[config.mk]
export PLATFORM = sky130hd
export DESIGN_NAME = chrs_ctrl
export DESIGN_NICKNAME = d
export VERILOG_FILES = /design/src/hdl/chrs_pkg.sv /design/src/hdl/chrs_ctrl.sv
export SDC_FILE = /design/constraint.sdc
export NUM_CORES = 1
export LEC_CHECK = 0
export BUFFER_PORTS_ARGS = -buffer_cell sky130_fd_sc_hd__buf_2
export CAP_MARGIN = 20
export CORE_MARGIN = 3
export CORE_UTILIZATION = 36
export DETAILED_ROUTE_END_ITERATION = 12
export SYNTH_ARGS = -nofsm -noshare
export SYNTH_HDL_FRONTEND = slang
export SYNTH_SLANG_ARGS = --single-unit
[constraint.sdc]
create_clock -name clk_i -period 2.5 [get_ports clk_i]
set_input_delay 0.125 -clock clk_i [delete_from_list [all_inputs] [get_ports clk_i]]
set_output_delay 0.125 -clock clk_i [all_outputs]
set_load 0.05 [all_outputs]
[src/hdl/chrs_pkg.sv]
// shared types, constants and tables for the three-tap modulated chorus
// no dependencies
package chrs_pkg;

  localparam int DEPTH    = 1024;
  localparam int ADDR_W   = $clog2(DEPTH);
  localparam int FILL_W   = ADDR_W + 1;
  localparam int SAMPLE_W = 16;
  localparam int PHASE_W  = 24;
  localparam int STEP_W   = 24;
  localparam int BASE_W   = 18;
  localparam int MODD_W   = 16;
  localparam int PADDR_W  = 4;

  localparam logic [PHASE_W-1:0] THIRD_TURN = PHASE_W'((64'd1 << PHASE_W) / 3);
  localparam logic [PHASE_W-1:0] TWO_THIRD  = PHASE_W'(2 * ((64'd1 << PHASE_W) / 3));

  localparam logic [STEP_W-1:0] FAST_STEP_RST  = STEP_W'(2377);
  localparam logic [STEP_W-1:0] SLOW_STEP_RST  = STEP_W'(245);
  localparam logic [BASE_W-1:0] BASE_DELAY_RST = BASE_W'(61440);
  localparam logic [MODD_W-1:0] MOD_DEPTH_RST  = MODD_W'(18432);

  localparam int D_LO = 256;
  localparam int D_HI = (DEPTH - 2) * 256;

  localparam logic [21:0] DIV3_MUL = 22'd1398102;
  localparam int          DIV_BIAS = 3 * (1 << 17);
  localparam int          OUT_BIAS = 1 << 17;

  typedef enum logic [1:0] {
    REG_FAST_STEP,
    REG_SLOW_STEP,
    REG_BASE_DELAY,
    REG_MOD_DEPTH
  } reg_idx_e;

  typedef enum logic [4:0] {
    OP_NONE, OP_LOAD, OP_SF_MUL, OP_SF_FIN, OP_SS_MUL, OP_SS_FIN, OP_MF, OP_MS,
    OP_MD, OP_DM, OP_DL, OP_RD0, OP_RD1, OP_RD2, OP_TM, OP_TA, OP_DQ, OP_DF
  } op_e;

  typedef enum logic [4:0] {
    ST_IDLE, ST_SF_MUL, ST_SF_FIN, ST_SS_MUL, ST_SS_FIN, ST_MF, ST_MS, ST_MD,
    ST_DM, ST_DL, ST_RD0, ST_RD1, ST_RD2, ST_TM, ST_TA, ST_DQ, ST_DF
  } state_e;

  typedef struct packed {
    op_e        op;
    logic [1:0] tap;
  } cmd_t;

  function automatic logic [15:0] quarter_sine(input logic [4:0] i);
    logic [15:0] v;
    case (i)
      5'd0:    v = 16'd0;
      5'd1:    v = 16'd3212;
      5'd2:    v = 16'd6393;
      5'd3:    v = 16'd9512;
      5'd4:    v = 16'd12539;
      5'd5:    v = 16'd15446;
      5'd6:    v = 16'd18205;
      5'd7:    v = 16'd20787;
      5'd8:    v = 16'd23170;
      5'd9:    v = 16'd25329;
      5'd10:   v = 16'd27245;
      5'd11:   v = 16'd28898;
      5'd12:   v = 16'd30273;
      5'd13:   v = 16'd31356;
      5'd14:   v = 16'd32137;
      5'd15:   v = 16'd32609;
      default: v = 16'd32767;
    endcase
    return v;
  endfunction

  function automatic logic [15:0] fast_weight(input logic [1:0] t);
    logic [15:0] w;
    case (t)
      2'd0:    w = 16'd6652;
      2'd1:    w = 16'd8126;
      default: w = 16'd8258;
    endcase
    return w;
  endfunction

  function automatic logic [15:0] slow_weight(input logic [1:0] t);
    logic [15:0] w;
    case (t)
      2'd0:    w = 16'd20808;
      2'd1:    w = 16'd24412;
      default: w = 16'd19956;
    endcase
    return w;
  endfunction

endpackage

[src/hdl/chrs_ctrl.sv]
// sequencer for the chorus: steps each item through sine, delay and tap phases
// depends on chrs_pkg
module chrs_ctrl (
  input  logic          clk_i,
  input  logic          rst_ni,
  input  logic          in_valid_i,
  output logic          in_stall_o,
  output logic          out_valid_o,
  input  logic          out_stall_i,
  output chrs_pkg::cmd_t cmd_o
);
  import chrs_pkg::*;

  state_e     state_q, state_d;
  logic [1:0] tap_q, tap_d;
  logic       out_valid_q, out_valid_d;
  logic       done;

  assign done = out_valid_q && out_stall_i;

  always_comb begin
    state_d = state_q;
    tap_d   = tap_q;
    case (state_q)
      ST_IDLE: begin
        if (in_valid_i) begin
          state_d = ST_SF_MUL;
          tap_d   = 2'd0;
        end
      end
      ST_SF_MUL: state_d = ST_SF_FIN;
      ST_SF_FIN: state_d = ST_SS_MUL;
      ST_SS_MUL: state_d = ST_SS_FIN;
      ST_SS_FIN: state_d = ST_MF;
      ST_MF:     state_d = ST_MS;
      ST_MS:     state_d = ST_MD;
      ST_MD:     state_d = ST_DM;
      ST_DM:     state_d = ST_DL;
      ST_DL:     state_d = ST_RD0;
      ST_RD0:    state_d = ST_RD1;
      ST_RD1:    state_d = ST_RD2;
      ST_RD2:    state_d = ST_TM;
      ST_TM:     state_d = ST_TA;
      ST_TA: begin
        if (tap_q == 2'd2) begin
          state_d = ST_DQ;
        end else begin
          state_d = ST_SF_MUL;
          tap_d   = tap_q + 2'd1;
        end
      end
      ST_DQ:     state_d = ST_DF;
      ST_DF: begin
        if (!done) begin
          state_d = ST_IDLE;
        end
      end
      default:   state_d = ST_IDLE;
    endcase
  end

  always_comb begin
    cmd_o.tap   = tap_q;
    cmd_o.op    = OP_NONE;
    in_stall_o  = 1'b1;
    out_valid_d = out_valid_q && out_stall_i;
    case (state_q)
      ST_IDLE: begin
        in_stall_o = 1'b0;
        if (in_valid_i) begin
          cmd_o.op = OP_LOAD;
        end
      end
      ST_SF_MUL: cmd_o.op = OP_SF_MUL;
      ST_SF_FIN: cmd_o.op = OP_SF_FIN;
      ST_SS_MUL: cmd_o.op = OP_SS_MUL;
      ST_SS_FIN: cmd_o.op = OP_SS_FIN;
      ST_MF:     cmd_o.op = OP_MF;
      ST_MS:     cmd_o.op = OP_MS;
      ST_MD:     cmd_o.op = OP_MD;
      ST_DM:     cmd_o.op = OP_DM;
      ST_DL:     cmd_o.op = OP_DL;
      ST_RD0:    cmd_o.op = OP_RD0;
      ST_RD1:    cmd_o.op = OP_RD1;
      ST_RD2:    cmd_o.op = OP_RD2;
      ST_TM:     cmd_o.op = OP_TM;
      ST_TA:     cmd_o.op = OP_TA;
      ST_DQ:     cmd_o.op = OP_DQ;
      ST_DF: begin
        if (!done) begin
          cmd_o.op    = OP_DF;
          out_valid_d = 1'b1;
        end
      end
      default:   cmd_o.op = OP_NONE;
    endcase
  end

  always_ff @(posedge clk_i or negedge rst_ni) begin
    if (!rst_ni) begin
      state_q     <= ST_IDLE;
      tap_q       <= 2'd0;
      out_valid_q <= 1'b0;
    end else begin
      state_q     <= state_d;
      tap_q       <= tap_d;
      out_valid_q <= out_valid_d;
    end
  end

  assign out_valid_o = out_valid_q;

endmodule

==> results.cfg <==
[setup_path]
critPathCaptureType = output port
r2r-start = tap_q[0]$_DFFE_PN0P_
ff2ff_path_depth = 6
regToRegEndpoint = tap_q[0]$_DFFE_PN0P_
cp-start-kind = flip-flop
cp.required_ns = 2.38
ff2ff_setup_slack_ns = 1.19
critPathKind = reg -> out
cp_max_fo = 9
arrival_ns = 1.59

[synth]
synth_ff_type = dfrtp_1
synth_fp_nets = 63
synthCells = 58
ys.warnings.count = 0
synth_area_leader_cell = dfrtp_1
syn_area_um2 = 497
yosys-top-cells-count = 8 x dfrtp_1, 7 x nor2_1, 6 x nand2_1, 5 x nand3_1, 5 x o21ai_0
synth_top_area_share_pct = 40.3
synth_edf_count = 0
yosys-top-cells-area = dfrtp_1 40%, nor2_1 5.3%, nand3_1 5.0%, o21ai_0 5.0%, buf_6 4.5%
post-synth-top-count-cell = dfrtp_1
async_flop_share_pct = 100
synth.yosys.seq_area_share_pct = 40.3
synth-seq-cells = 8
syn_avg_cell_area_um2 = 8.56
synth_cell_types = 23

[cells_and_area]
multi_input_area_um2 = 254
finalInstanceArea_um2 = 572
seq_area_um2 = 200
syn_to_final_growth_pct = 15.1
nFillCells = 129
fin_nets = 77
n_antenna_cell = 0
drive_gt1_share_pct = 25.7

[floorplanning]
die_height_um = 43.1
ios = 13
rows = 12
dieArea_um2 = 1860
start_util_pct = 41.4
core_area_um2 = 1200
die_w_um = 43.1

[timing]
maxSlewHeadroom_pct = 74.9
max_freq_mhz = 582
fin_worst_skew_ns = 0.00269
rsz0062_at_grt = false
setup_ws_ns = 0.781
setup_violations = 0
fin_tns_setup_ns = 0
slew_violations = 0
period_needed_ns = 1.72
worstMarginPinSlew_ns = 0.377
finalHoldViolations = 0
final.period_utilization_pct = 68.8

[grt]
antenna_found_initial = 0
grt_usage_pct = 12.5
grt_overflow = 0
met2_usage_pct = 16.2
grt_pass1_wl_um = 1670
top_usage_layer = met1
grt_pass1_vias = 367
met1_usage_pct = 16.9
grt_max_degree = 13
use_met3_pct = 5.08

[hold_path]
hold_path.class = in -> reg
min_to = out_valid_o$_DFF_PN0_
worstHoldPathCells = 3
min_from = out_stall_i

[route]
firstDrtPassIters = 2
routedWlPerCell_um = 12.0
drc_errors = 0
routed_via_density = 5.00
drt-total-wl_um = 1010
drtIter0Drc = 8
final_antenna_net_count = 0
vias = 420

[clock_tree]
cts_setup_buffers = 0
cts_buffer_depth = 2
numCtsBuffers = 3
cts_hold_buf = 1
cts_resized = 0
cts_sinks = 8
cts_tree = yes
clk_latency_ns = 0.25
cts_root_buf = clkbuf_4
path_clk_slew_ns = 0.05
htree_levels = 1

[outcome]
status = complete, no violations

[job]
drv_cap = 0

[place]
gp_congestion = 0.788
pre_cts_ws_ns = 1.04
placed_cell_area_um2 = 539
dp_hpwl_um = 734
io_buffers = 12
==> state kept, by name, indices dropped and copies added (netlist names) <==
name and flops:
state_q 5, tap_q 2, out_valid_o 1
==> how the worst max path moves through the flow <==
stage                                 startpoint  endpoint  cells after the start
final                     state_q[1]$_DFFE_PN0P_  cmd_o[5]                      4
after global routing      state_q[2]$_DFFE_PN0P_  cmd_o[6]                      4
after CTS                 state_q[1]$_DFFE_PN0P_  cmd_o[5]                      4
after detailed placement  state_q[1]$_DFFE_PN0P_  cmd_o[5]                      4
after global placement    state_q[1]$_DFFE_PN0P_  cmd_o[5]                      4
after floorplan           state_q[2]$_DFFE_PN0P_  cmd_o[6]                      4
==> layout make-up <==
| cell class | count | area share [%] |
|---|---|---|
| clock buffer | 3 | 3.94 |
| sequential | 8 | 35.0 |
| timing repair buffer | 13 | 12.3 |
| inverter | 2 | 1.31 |
| tap | 14 | 3.06 |
| multi-input combinational | 44 | 44.4 |
==> critical path: stages (launching register included) <==
cell and delay (ns):
dfrtp_1 0.54, nand3_1 0.14, or2_1 0.25, a21oi_1 0.13, buf_2 0.28
==> per-layer routing <==
layer	share of wire (%)	vias up
met5	0	-
met3	3.1	2
met1	51	191
met2	45	6
li1	-	221
met4	0.69	0
==> cell families after synthesis <==
logic type / after synthesis / share of synthesized area (%)
AO/OA/AOI/OAI: 12 / 12.3
flip-flops: 8 / 40.3
AND/OR/NAND/NOR: 30 / 34.5
buffers and inverters: 6 / 8.56
adder cells (fa/ha/maj): 1 / 2.52
XOR/XNOR: 1 / 1.76
==> stage by stage <==
stage | cells | util (%) | hold WS, ns
6_report | 84 | 47.6 | 0.167
5_1_grt | 84 | 47.6 | 0.161
4_1_cts | 84 | 47.6 | 0.144
3_5_place_dp | 80 | 44.9 | -0.0178
3_3_place_gp | 80 | 44.9 | -0.0176
2_1_floorplan | 58 | - | -0.171
==> placed cells by master (no fill, tap or decap), drive strengths merged <==
cell,netlist,final
a21oi,4,4
a31oi,1,1
and3b,1,1
buf,4,12
clkbuf,0,3
dfrtp,8,8
dlygate4sd3,0,1
ha,1,1
inv,2,2
nand2,6,6
nand2b,2,2
nand3,6,6
nand3b,1,1
nor2,7,7
nor2b,3,3
nor3,2,2
nor4,1,1
o21ai,7,7
or2,1,1
xor2,1,1
Power is left out: the tool's default activity adds up to more than one toggle a clock period on the data nets, which glitch-free logic cannot reach.
